==> config.mk <==
export PLATFORM = sky130hd
export DESIGN_NAME = quadrature_decoder_with_speed_unit_flat
export DESIGN_NICKNAME = d
export VERILOG_FILES = /design/src/sv/qdws_pkg.sv /design/src/sv/qdws_if.sv /design/src/sv/qdws_speed_unit.sv /design/src/sv/quadrature_decoder_with_speed_unit.sv /design/src/flat_wrapper.sv
export SDC_FILE = /design/constraint.sdc
export NUM_CORES = 2
export LEC_CHECK = 0
export ABC_CLOCK_PERIOD_IN_PS = 8500
export BUFFER_PORTS_ARGS = -buffer_cell sky130_fd_sc_hd__buf_2
export CAP_MARGIN = 20
export CELL_PAD_IN_SITES_DETAIL_PLACEMENT = 1
export CELL_PAD_IN_SITES_GLOBAL_PLACEMENT = 1
export CORE_UTILIZATION = 46
export CTS_CLUSTER_DIAMETER = 100
export DETAILED_ROUTE_END_ITERATION = 10
export GPL_ROUTABILITY_DRIVEN = 0
export GPL_TIMING_DRIVEN = 0
export PLACE_DENSITY_LB_ADDON = 0.12
export REMOVE_ABC_BUFFERS = 1
export SYNTH_ARGS = -nofsm -noshare
export SYNTH_HDL_FRONTEND = slang
export SYNTH_SLANG_ARGS = --single-unit
==> constraint.sdc <==
create_clock -name clk -period 8.5 [get_ports clk]
set_input_delay 0.425 -clock clk [delete_from_list [all_inputs] [get_ports clk]]
set_output_delay 0.425 -clock clk [all_outputs]
set_load 0.005 [all_outputs]
==> src/sv/qdws_pkg.sv <==
// qdws_pkg: shared types and constants of the quadrature decoder with speed unit
// used by qdws_speed_unit and quadrature_decoder_with_speed_unit; no dependencies
package qdws_pkg;

	localparam int SCALE_BITS = 20;
	// 60000 * 16, rpm in q.4
	localparam logic [SCALE_BITS-1:0] RPM_Q4_SCALE = 20'd960000;

	localparam int CFG_INDEX_W = 2;
	localparam int CFG_DATA_W  = 16;

	localparam logic [CFG_INDEX_W-1:0] REG_COUNTS_PER_REV   = 2'd0;
	localparam logic [CFG_INDEX_W-1:0] REG_SAMPLE_PERIOD_MS = 2'd1;
	localparam logic [CFG_INDEX_W-1:0] REG_INDEX_ENABLE     = 2'd2;

	typedef logic signed [1:0] step_t;

	// x4 decode, indexed by {old a, old b, new a, new b}
	localparam step_t STEP_TABLE [16] = '{
		2'b00, 2'b01, 2'b11, 2'b00,
		2'b11, 2'b00, 2'b00, 2'b01,
		2'b01, 2'b00, 2'b00, 2'b11,
		2'b00, 2'b11, 2'b01, 2'b00
	};

	typedef struct packed {
		logic start;
		logic take;
	} unit_ctrl_t;

	typedef struct packed {
		logic busy;
		logic done;
	} unit_stat_t;

endpackage

==> src/sv/qdws_if.sv <==
// qdws_if: valid/ready channels for sample items and result items
// no dependencies
interface qdws_in_if;
	logic valid;
	logic ready;
	logic pin_a;
	logic pin_b;
	logic pin_z;
	logic ms_tick;
	logic clear_count;

	modport source (output valid, pin_a, pin_b, pin_z, ms_tick, clear_count, input ready);
	modport sink (input valid, pin_a, pin_b, pin_z, ms_tick, clear_count, output ready);
endinterface

interface qdws_out_if;
	logic               valid;
	logic               ready;
	logic signed [31:0] position_count;
	logic signed [31:0] speed_rpm_q4;
	logic               speed_updated;

	modport source (output valid, position_count, speed_rpm_q4, speed_updated, input ready);
	modport sink (input valid, position_count, speed_rpm_q4, speed_updated, output ready);
endinterface

==> src/sv/qdws_speed_unit.sv <==
// qdws_speed_unit: speed = delta * 960000 / den, truncated and saturated to 32 bits
// one shared adder runs a shift-add multiply, then a restoring divide; uses qdws_pkg
module qdws_speed_unit #(
	parameter int CountWidth = 32
) (
	input  logic                   clk,
	input  logic                   arst_n,
	input  qdws_pkg::unit_ctrl_t   ctrl,
	input  logic [CountWidth-1:0]  delta,
	input  logic [31:0]            den,
	output qdws_pkg::unit_stat_t   stat,
	output logic [31:0]            speed
);

	localparam int NW = CountWidth + qdws_pkg::SCALE_BITS;
	localparam int AW = NW + 1;
	localparam int CW = $clog2(NW);

	localparam logic [1:0] ST_IDLE = 2'd0;
	localparam logic [1:0] ST_MUL  = 2'd1;
	localparam logic [1:0] ST_DIV  = 2'd2;
	localparam logic [1:0] ST_DONE = 2'd3;

	logic [1:0]            state_q;
	logic [CW-1:0]         cnt_q;
	logic [CountWidth-1:0] mag_q;
	logic                  neg_q;
	logic                  zero_q;
	logic [31:0]           den_q;
	logic [NW-1:0]         acc_q;
	logic [31:0]           rem_q;
	logic [31:0]           quo_q;
	logic                  ovf_q;

	logic [AW-1:0] opa;
	logic [AW-1:0] opb;
	logic          cin;
	logic [AW-1:0] sum;
	logic          qbit;
	logic [31:0]   limit;
	logic [31:0]   res;

	// shared adder: accumulate in multiply, trial subtract in divide
	always_comb begin
		if (state_q == ST_DIV) begin
			opa = AW'({rem_q, acc_q[NW-1]});
			opb = ~AW'(den_q);
			cin = 1'b1;
		end else begin
			opa = AW'({acc_q[NW-2:0], 1'b0});
			opb = qdws_pkg::RPM_Q4_SCALE[cnt_q[4:0]] ? AW'(mag_q) : '0;
			cin = 1'b0;
		end
		sum = opa + opb + AW'(cin);
	end

	assign qbit = !sum[AW-1];

	always_ff @(posedge clk or negedge arst_n) begin
		if (!arst_n) begin
			state_q <= ST_IDLE;
			cnt_q   <= '0;
		end else begin
			case (state_q)
				ST_IDLE: begin
					if (ctrl.start) begin
						state_q <= ST_MUL;
						cnt_q   <= CW'(qdws_pkg::SCALE_BITS - 1);
					end
				end
				ST_MUL: begin
					if (cnt_q == '0) begin
						state_q <= ST_DIV;
						cnt_q   <= CW'(NW - 1);
					end else begin
						cnt_q <= cnt_q - 1'b1;
					end
				end
				ST_DIV: begin
					if (cnt_q == '0) begin
						state_q <= ST_DONE;
					end else begin
						cnt_q <= cnt_q - 1'b1;
					end
				end
				ST_DONE: begin
					if (ctrl.take) begin
						state_q <= ST_IDLE;
					end
				end
				default: begin
					state_q <= ST_IDLE;
				end
			endcase
		end
	end

	always_ff @(posedge clk) begin
		case (state_q)
			ST_IDLE: begin
				if (ctrl.start) begin
					neg_q  <= delta[CountWidth-1];
					mag_q  <= delta[CountWidth-1] ? (~delta + 1'b1) : delta;
					zero_q <= (delta == '0);
					den_q  <= den;
					acc_q  <= '0;
					rem_q  <= '0;
					quo_q  <= '0;
					ovf_q  <= 1'b0;
				end
			end
			ST_MUL: begin
				acc_q <= sum[NW-1:0];
			end
			ST_DIV: begin
				rem_q <= qbit ? sum[31:0] : {rem_q[30:0], acc_q[NW-1]};
				acc_q <= {acc_q[NW-2:0], 1'b0};
				quo_q <= {quo_q[30:0], qbit};
				ovf_q <= ovf_q | quo_q[31];
			end
			default: begin
			end
		endcase
	end

	always_comb begin
		limit = neg_q ? 32'h8000_0000 : 32'h7FFF_FFFF;
		if (zero_q) begin
			res = '0;
		end else if (ovf_q || (quo_q > limit)) begin
			res = limit;
		end else begin
			res = quo_q;
		end
		speed = neg_q ? (~res + 1'b1) : res;
	end

	assign stat.busy = (state_q != ST_IDLE);
	assign stat.done = (state_q == ST_DONE);

endmodule

==> src/sv/quadrature_decoder_with_speed_unit.sv <==
// x4 quadrature decoder with periodic speed; one result item per sample item.
// an item without a speed recompute gives its result in the cycle after accept; an item
// recomputing speed waits for the shared multiply/divide unit and a free output.
// throughput: one item per cycle while no speed recompute runs and output is free; else none.
// reset: registers to their defaults, last ab = 3, last z = 1, counts and speed zero.
// uses qdws_pkg, qdws_if and qdws_speed_unit
module quadrature_decoder_with_speed_unit #(
	parameter int COUNT_WIDTH = 32
) (
	input  logic                                  clk,
	input  logic                                  arst_n,
	qdws_in_if.sink                               samples,
	qdws_out_if.source                            results,
	input  logic                                  cfg_wen,
	input  logic [qdws_pkg::CFG_INDEX_W-1:0]      cfg_index,
	input  logic [qdws_pkg::CFG_DATA_W-1:0]       cfg_data
);

	logic [15:0]            cpr_q;
	logic [15:0]            period_q;
	logic                   index_en_q;
	logic [1:0]             last_ab_q;
	logic                   last_z_q;
	logic [COUNT_WIDTH-1:0] position_q;
	logic [COUNT_WIDTH-1:0] pos_sample_q;
	logic [15:0]            elapsed_q;
	logic [31:0]            speed_q;
	logic                   busy_q;
	logic                   out_valid_q;
	logic [31:0]            out_pos_q;
	logic [31:0]            out_speed_q;
	logic                   out_upd_q;

	logic                   take_in;
	logic                   out_free;
	logic                   load_done;
	logic [COUNT_WIDTH-1:0] pos_clr;
	logic [COUNT_WIDTH-1:0] pas_clr;
	logic [COUNT_WIDTH-1:0] pos_idx;
	logic [COUNT_WIDTH-1:0] pos_new;
	logic [63:0]            pos_new_ext;
	logic [63:0]            pos_cur_ext;
	qdws_pkg::step_t        step;
	logic [15:0]            el_inc;
	logic                   do_upd;
	logic [COUNT_WIDTH-1:0] delta;
	logic [31:0]            den;
	qdws_pkg::unit_ctrl_t   unit_ctrl;
	qdws_pkg::unit_stat_t   unit_stat;
	logic [31:0]            unit_speed;

	assign out_free      = !out_valid_q || results.ready;
	assign samples.ready = !busy_q && out_free;
	assign take_in       = samples.valid && samples.ready;
	assign load_done     = busy_q && unit_stat.done && out_free;

	always_comb begin
		pos_clr = samples.clear_count ? '0 : position_q;
		pas_clr = samples.clear_count ? '0 : pos_sample_q;
		pos_idx = (index_en_q && last_z_q && !samples.pin_z) ? '0 : pos_clr;
		step    = qdws_pkg::STEP_TABLE[{last_ab_q, samples.pin_a, samples.pin_b}];
		pos_new = pos_idx + {{(COUNT_WIDTH-2){step[1]}}, step};
		el_inc  = (samples.ms_tick && (elapsed_q != 16'hFFFF)) ? elapsed_q + 1'b1 : elapsed_q;
		do_upd  = (el_inc >= period_q) && (el_inc != '0);
		delta   = pos_new - pas_clr;
		den     = 32'(cpr_q) * 32'(el_inc);
	end

	assign pos_new_ext = 64'(signed'(pos_new));
	assign pos_cur_ext = 64'(signed'(position_q));

	assign unit_ctrl.start = take_in && do_upd;
	assign unit_ctrl.take  = load_done;

	qdws_speed_unit #(
		.CountWidth(COUNT_WIDTH)
	) u_speed (
		.clk   (clk),
		.arst_n(arst_n),
		.ctrl  (unit_ctrl),
		.delta (delta),
		.den   (den),
		.stat  (unit_stat),
		.speed (unit_speed)
	);

	// configuration registers
	always_ff @(posedge clk or negedge arst_n) begin
		if (!arst_n) begin
			cpr_q      <= 16'd2048;
			period_q   <= 16'd100;
			index_en_q <= 1'b1;
		end else if (cfg_wen) begin
			case (cfg_index)
				qdws_pkg::REG_COUNTS_PER_REV: begin
					cpr_q <= cfg_data;
				end
				qdws_pkg::REG_SAMPLE_PERIOD_MS: begin
					period_q <= cfg_data;
				end
				qdws_pkg::REG_INDEX_ENABLE: begin
					index_en_q <= cfg_data[0];
				end
				default: begin
				end
			endcase
		end
	end

	// decoder state
	always_ff @(posedge clk or negedge arst_n) begin
		if (!arst_n) begin
			last_ab_q    <= 2'b11;
			last_z_q     <= 1'b1;
			position_q   <= '0;
			pos_sample_q <= '0;
			elapsed_q    <= '0;
			speed_q      <= '0;
			busy_q       <= 1'b0;
			out_valid_q  <= 1'b0;
		end else begin
			if (take_in) begin
				last_ab_q    <= {samples.pin_a, samples.pin_b};
				last_z_q     <= samples.pin_z;
				position_q   <= pos_new;
				pos_sample_q <= do_upd ? pos_new : pas_clr;
				elapsed_q    <= do_upd ? '0 : el_inc;
			end
			if (take_in && do_upd) begin
				busy_q <= 1'b1;
			end else if (load_done) begin
				busy_q  <= 1'b0;
				speed_q <= unit_speed;
			end
			if ((take_in && !do_upd) || load_done) begin
				out_valid_q <= 1'b1;
			end else if (results.ready) begin
				out_valid_q <= 1'b0;
			end
		end
	end

	// result payload
	always_ff @(posedge clk) begin
		if (take_in && !do_upd) begin
			out_pos_q   <= pos_new_ext[31:0];
			out_speed_q <= speed_q;
			out_upd_q   <= 1'b0;
		end else if (load_done) begin
			out_pos_q   <= pos_cur_ext[31:0];
			out_speed_q <= unit_speed;
			out_upd_q   <= 1'b1;
		end
	end

	assign results.valid          = out_valid_q;
	assign results.position_count = out_pos_q;
	assign results.speed_rpm_q4   = out_speed_q;
	assign results.speed_updated  = out_upd_q;

	a_busy_from_item: assert property (@(posedge clk) disable iff (!arst_n)
		$rose(busy_q) |-> $past(take_in))
		else $error("speed unit started without an item");

	a_unit_idle: assert property (@(posedge clk) disable iff (!arst_n)
		!busy_q |-> !unit_stat.busy)
		else $error("speed unit running while decoder idle");

	a_updated_elapsed: assert property (@(posedge clk) disable iff (!arst_n)
		results.valid && results.speed_updated |-> elapsed_q == '0)
		else $error("speed update without elapsed restart");

	a_speed_held: assert property (@(posedge clk) disable iff (!arst_n)
		results.valid && !results.speed_updated |-> results.speed_rpm_q4 == speed_q)
		else $error("speed changed without update");

endmodule
==> src/flat_wrapper.sv <==
// flat-port wrapper written by rule: the top's interface ports become plain ports
module quadrature_decoder_with_speed_unit_flat 
#(
	parameter int COUNT_WIDTH = 32
)
  (clk, arst_n, cfg_wen, cfg_index, cfg_data, samples_valid, samples_pin_a, samples_pin_b, samples_pin_z, samples_ms_tick, samples_clear_count, samples_ready, results_valid, results_position_count, results_speed_rpm_q4, results_speed_updated, results_ready);
  qdws_in_if samples_i ();
  qdws_out_if results_i ();
  input  logic clk;
  input  logic arst_n;
  input  logic cfg_wen;
  input  logic [qdws_pkg::CFG_INDEX_W-1:0] cfg_index;
  input  logic [qdws_pkg::CFG_DATA_W-1:0] cfg_data;
  input wire logic [$bits(samples_i.valid)-1:0] samples_valid;
  input wire logic [$bits(samples_i.pin_a)-1:0] samples_pin_a;
  input wire logic [$bits(samples_i.pin_b)-1:0] samples_pin_b;
  input wire logic [$bits(samples_i.pin_z)-1:0] samples_pin_z;
  input wire logic [$bits(samples_i.ms_tick)-1:0] samples_ms_tick;
  input wire logic [$bits(samples_i.clear_count)-1:0] samples_clear_count;
  output wire logic [$bits(samples_i.ready)-1:0] samples_ready;
  output wire logic [$bits(results_i.valid)-1:0] results_valid;
  output wire logic [$bits(results_i.position_count)-1:0] results_position_count;
  output wire logic [$bits(results_i.speed_rpm_q4)-1:0] results_speed_rpm_q4;
  output wire logic [$bits(results_i.speed_updated)-1:0] results_speed_updated;
  input wire logic [$bits(results_i.ready)-1:0] results_ready;
  assign samples_i.valid = samples_valid;
  assign samples_i.pin_a = samples_pin_a;
  assign samples_i.pin_b = samples_pin_b;
  assign samples_i.pin_z = samples_pin_z;
  assign samples_i.ms_tick = samples_ms_tick;
  assign samples_i.clear_count = samples_clear_count;
  assign samples_ready = samples_i.ready;
  assign results_valid = results_i.valid;
  assign results_position_count = results_i.position_count;
  assign results_speed_rpm_q4 = results_i.speed_rpm_q4;
  assign results_speed_updated = results_i.speed_updated;
  assign results_i.ready = results_ready;
  quadrature_decoder_with_speed_unit #(.COUNT_WIDTH(COUNT_WIDTH)) u_core (.clk(clk), .arst_n(arst_n), .samples(samples_i), .results(results_i), .cfg_wen(cfg_wen), .cfg_index(cfg_index), .cfg_data(cfg_data));
endmodule
==> impl_results.md <==
* CTS Buf Count at 50
* Internal power at around 7.9 mW
* Grt total ovfl at 0
* Async S/R FF share, synth at between 30% and 40%
* Worst-path fanout max at 12
* Post-synth cell types at 81
* Sequential-to-total area share from yosys stat at 33.5%
* Port bufs at between 90 and 100
* Synth top cells by count: nand2_1 (540), inv_1 (317), ha_1 (258), edfxtp_1 (247), o21ai_0 (211)
* Synth area leaders: edfxtp_1 (22%), fa_1 (12%), dfrtp_1 (11%), ha_1 (9.5%), nand2_1 (6.0%)
* Max H-tree Level at 2
* EDFF count, synth at ~250
* Vias in the first global route at 29400
* Gr usage total at a little over a quarter
* Design area at 0.0380 mm^2
* Post-DP HPWL at 71.2 mm
* GR met1 Demand/Resource at 33.8%
* Yosys reg bits at 406
* Vias at 27200
* Worst EP required at 8.84 ns
* Layout Nets at 4162
* CTS sink count at 406
* Layout cells sized above 1 at between 10% and 20%
* Worst-skew pair later-pin latency at 0.62 ns
* Synthesized instance count at 3636
* Ports at 95
* Worst slew pin tran at approximately 1.1 ns
* Std-Cell Rows at 99
* Synth Area in Compound Gates at 14.9%
* VDD IR max at roughly 0.23 mV
* CP Launch Type: register
* Final-report setup violation count at 0
* Placed Cells at 4559
* Drt initial violations at 1488
* Busiest layer in global routing: met2
* Syn Std Cell Area at 0.0340 mm^2
* Fin. max-slew vios at 0
* Largest net degree at the start of global routing at 85
* Hold slack at 0.0739 ns
* Height of the die at about 270 um
* # diodes at 0
* Clk root buf: clkbuf_16
* CTS tree: yes
* Initial DRT Pass Iterations at 8
* CP endpoint kind: register
* Initial antenna violation count at 1
* Count leader, synth: nand2_1
* Die Area at 0.0751 mm^2
* Cell taking the most area after synthesis: edfxtp_1
* Max Clk Rate at 0.121 GHz
* Pwr Density at between 300 and 400 mW/mm^2
* Clock Skews at 0.0308 ns
* Final Cycle Share at 96.9%
* Final core occ at between 50% and 60%
* Final WL at 99.6 mm
* Synth Area in Simple Gates at between 15 and 20%
* Final min period at between 8 and 9 ns
* TNS Setup at 0 ns
* Clock share of power at 14.2%
* Leakage at 17.0 nW
* Comb power frac at around three fifths
* Violated checks: design-rule violations
* Status: finished with violations
* Synthesis-to-finish area growth at 11.6%
* Met2 global-route usage at 45.9%
* Setup CP Type: register to register
* Residual DRC count at 6
* Layout Cells excl Fill at 4678
* DR vias/cell at between 5 and 6
* Clk slew on worst S/H paths at 0.06 ns
* Worst Hold Class: primary input to register
* Sequential share of power at 24.7%
* Max-Cap Viols at 0
* Post-synth top area share at ~22%
* Switching portion of total power at 47.6%
* Multiplexer share of the synthesized area at 3.81%
* Area post-placement at 0.0358 mm^2
* Final Hold Violating Endpoints at 0
* WP data arrival at 8.58 ns
* Clock buffer depth at 3
* Chip width at 274 um
* Syn. warnings at 0
* Synth Area per Inst at 9.36 um^2
* Drt wl/cell at 21.3 um
* First-pass GRT wire length at 158 mm
* Core area at between 0.07 and 0.08 mm^2
* Psw at 7.18 mW
* Met3 usage at under 10%
* XOR/XNOR Fraction of Synth Area at 4.07%
* Initial Util at 46.6%
* Synth Flop Type: edfxtp_1
* Post-Synth Adder-Cell Area at a little over a fifth
* ANT nets after route at 0
* Relative slew slack at roughly 29%
* Largest family of logic cells by synthesized area: adder cells
-- registers in the layout, summed over array words and instances, names as in the netlist, 2 cells and up --
signal / flops
u_core.results.speed_rpm_q4: 32
u_core.u_speed.cnt_q: 6
u_core.u_speed.quo_q: 32
u_core.elapsed_q: 16
u_core.u_speed.den_q: 32
u_core.pos_sample_q: 32
u_core.cpr_q: 16
u_core.u_speed.mag_q: 32
u_core.u_speed.state_q: 2
u_core.results.position_count: 32
u_core.speed_q: 32
u_core.u_speed.rem_q: 32
u_core.u_speed.acc_q: 52
u_core.position_q: 32
u_core.last_ab_q: 2
u_core.period_q: 16
-- cell usage in the layout (no fill, tap or decap), types with 11 or more instances in the layout --
cell,instances
buf_4,23
a31oi_1,22
nor4_1,11
o21bai_1,16
o21a_1,25
and2_1,172
nand4_1,26
or2_2,11
o21ai_0,209
clkinv_2,13
mux2i_1,12
nor2b_1,32
fa_1,198
nand2b_1,55
nand2_1,537
o211ai_1,17
a211oi_1,18
buf_2,93
nand3_1,83
xnor2_1,103
mux2_2,90
clkbuf_16,51
nor3_1,49
a21oi_1,197
a21o_1,82
nor2_1,168
inv_1,315
o22ai_1,14
ha_1,253
dfrtp_1,141
edfxtp_1,247
xor2_1,40
o31ai_1,22
and3_1,22
or3_1,18
a22o_1,61
-- per-stage QoR --
step,power [mW],worst slack [ns]
2_1_floorplan,9.85,-1.12
4_1_cts,15.0,0.00927
3_3_place_gp,12.2,-8.00
3_5_place_dp,12.7,-0.876
6_report,15.1,0.260
5_1_grt,16.2,-0.0850
-- critical path: stages, from the launching register on --
cell      delay [ns]
dfrtp_2         0.52
nand4_1         0.19
o41a_1          0.48
and4_4          0.28
and3_2          0.30
and3_1          0.26
xor2_4          0.22
buf_6           0.19
nand2_1         0.08
fa_1            0.49
fa_1            0.52
inv_1           0.05
fa_1            0.51
fa_1            0.43
fa_1            0.49
inv_1           0.05
fa_1            0.49
inv_1           0.07
ha_1            0.35
and3_1          0.21
a221o_1         0.37
a311oi_2        0.32
o21bai_2        0.11
a211oi_2        0.30
a21oi_2         0.13
a211o_1         0.29
a21oi_2         0.15
xnor2_1         0.12
-- path summary, 6_finish.rpt --
check                                    startpoint                  endpoint  slack (ns)  cells after the start
worst max-delay path            u_core.elapsed_q[5]  u_core.u_speed.den_q[31]        0.26                     27
max in group asynchronous                    arst_n      u_core.results.valid        7.24                      3
worst max register to register  u_core.elapsed_q[5]  u_core.u_speed.den_q[31]        0.26                     27
worst min-delay path                    cfg_data[7]           u_core.cpr_q[7]        0.07                      2
min in group asynchronous                    arst_n     u_core.position_q[11]        0.38                      2
worst min register to register    u_core.speed_q[3]         u_core.speed_q[3]        0.48                      2
-- repair_timing --
action,CTS,global route
pin swaps,1,9
hold buffers,1,0
hold endpoints to repair,66,0
resized for setup,18,26
setup buffers,3,18
setup endpoints to repair,31,29
gates cloned,0,3
-- cell type report --
cell class                 instances  area (um^2)
clock buffer                      62         1350
clock inverter                    31          283
fill                            8277        35100
inverter                         318         1200
multi-input combinational       2749        21200
sequential                       406        11400
tap                              959         1200
timing repair buffer             152         1310
timing repair inverter             1         7.51
-- layer usage --
| metal | wire length (um) | share of wire, % | vias up |
|---|---|---|---|
| li1 | - | - | 12700 |
| met1 | 44600 | 45 | 13900 |
| met2 | 48900 | 49 | 463 |
| met3 | 3220 | 3.2 | 155 |
| met4 | 2850 | 2.9 | 2 |
| met5 | 13 | 0.013 | - |
-- power by group through the flow --
| stage | registers (mW) | clock network [mW] | logic (mW) |
|---|---|---|---|
| 2_1_floorplan | 3.57 | 0 | 6.28 |
| 3_3_place_gp | 3.72 | 0 | 8.49 |
| 3_5_place_dp | 3.74 | 0 | 8.99 |
| 4_1_cts | 3.71 | 2.20 | 9.10 |
| 5_1_grt | 3.80 | 2.26 | 10.1 |
| 6_report | 3.73 | 2.15 | 9.20 |
-- logic make-up (layout without fill, tap and decap cells) --
family / Yosys count / count (layout)
buffers and inverters: 483 / 564
AOI/OAI and AO/OA: 793 / 794
muxes: 113 / 114
xor gates and xnor gates: 158 / 158
adders and majority gates: 456 / 456
and+or+nand+nor: 1227 / 1227
DFF: 406 / 406
(Power assumes the default switching activity.)
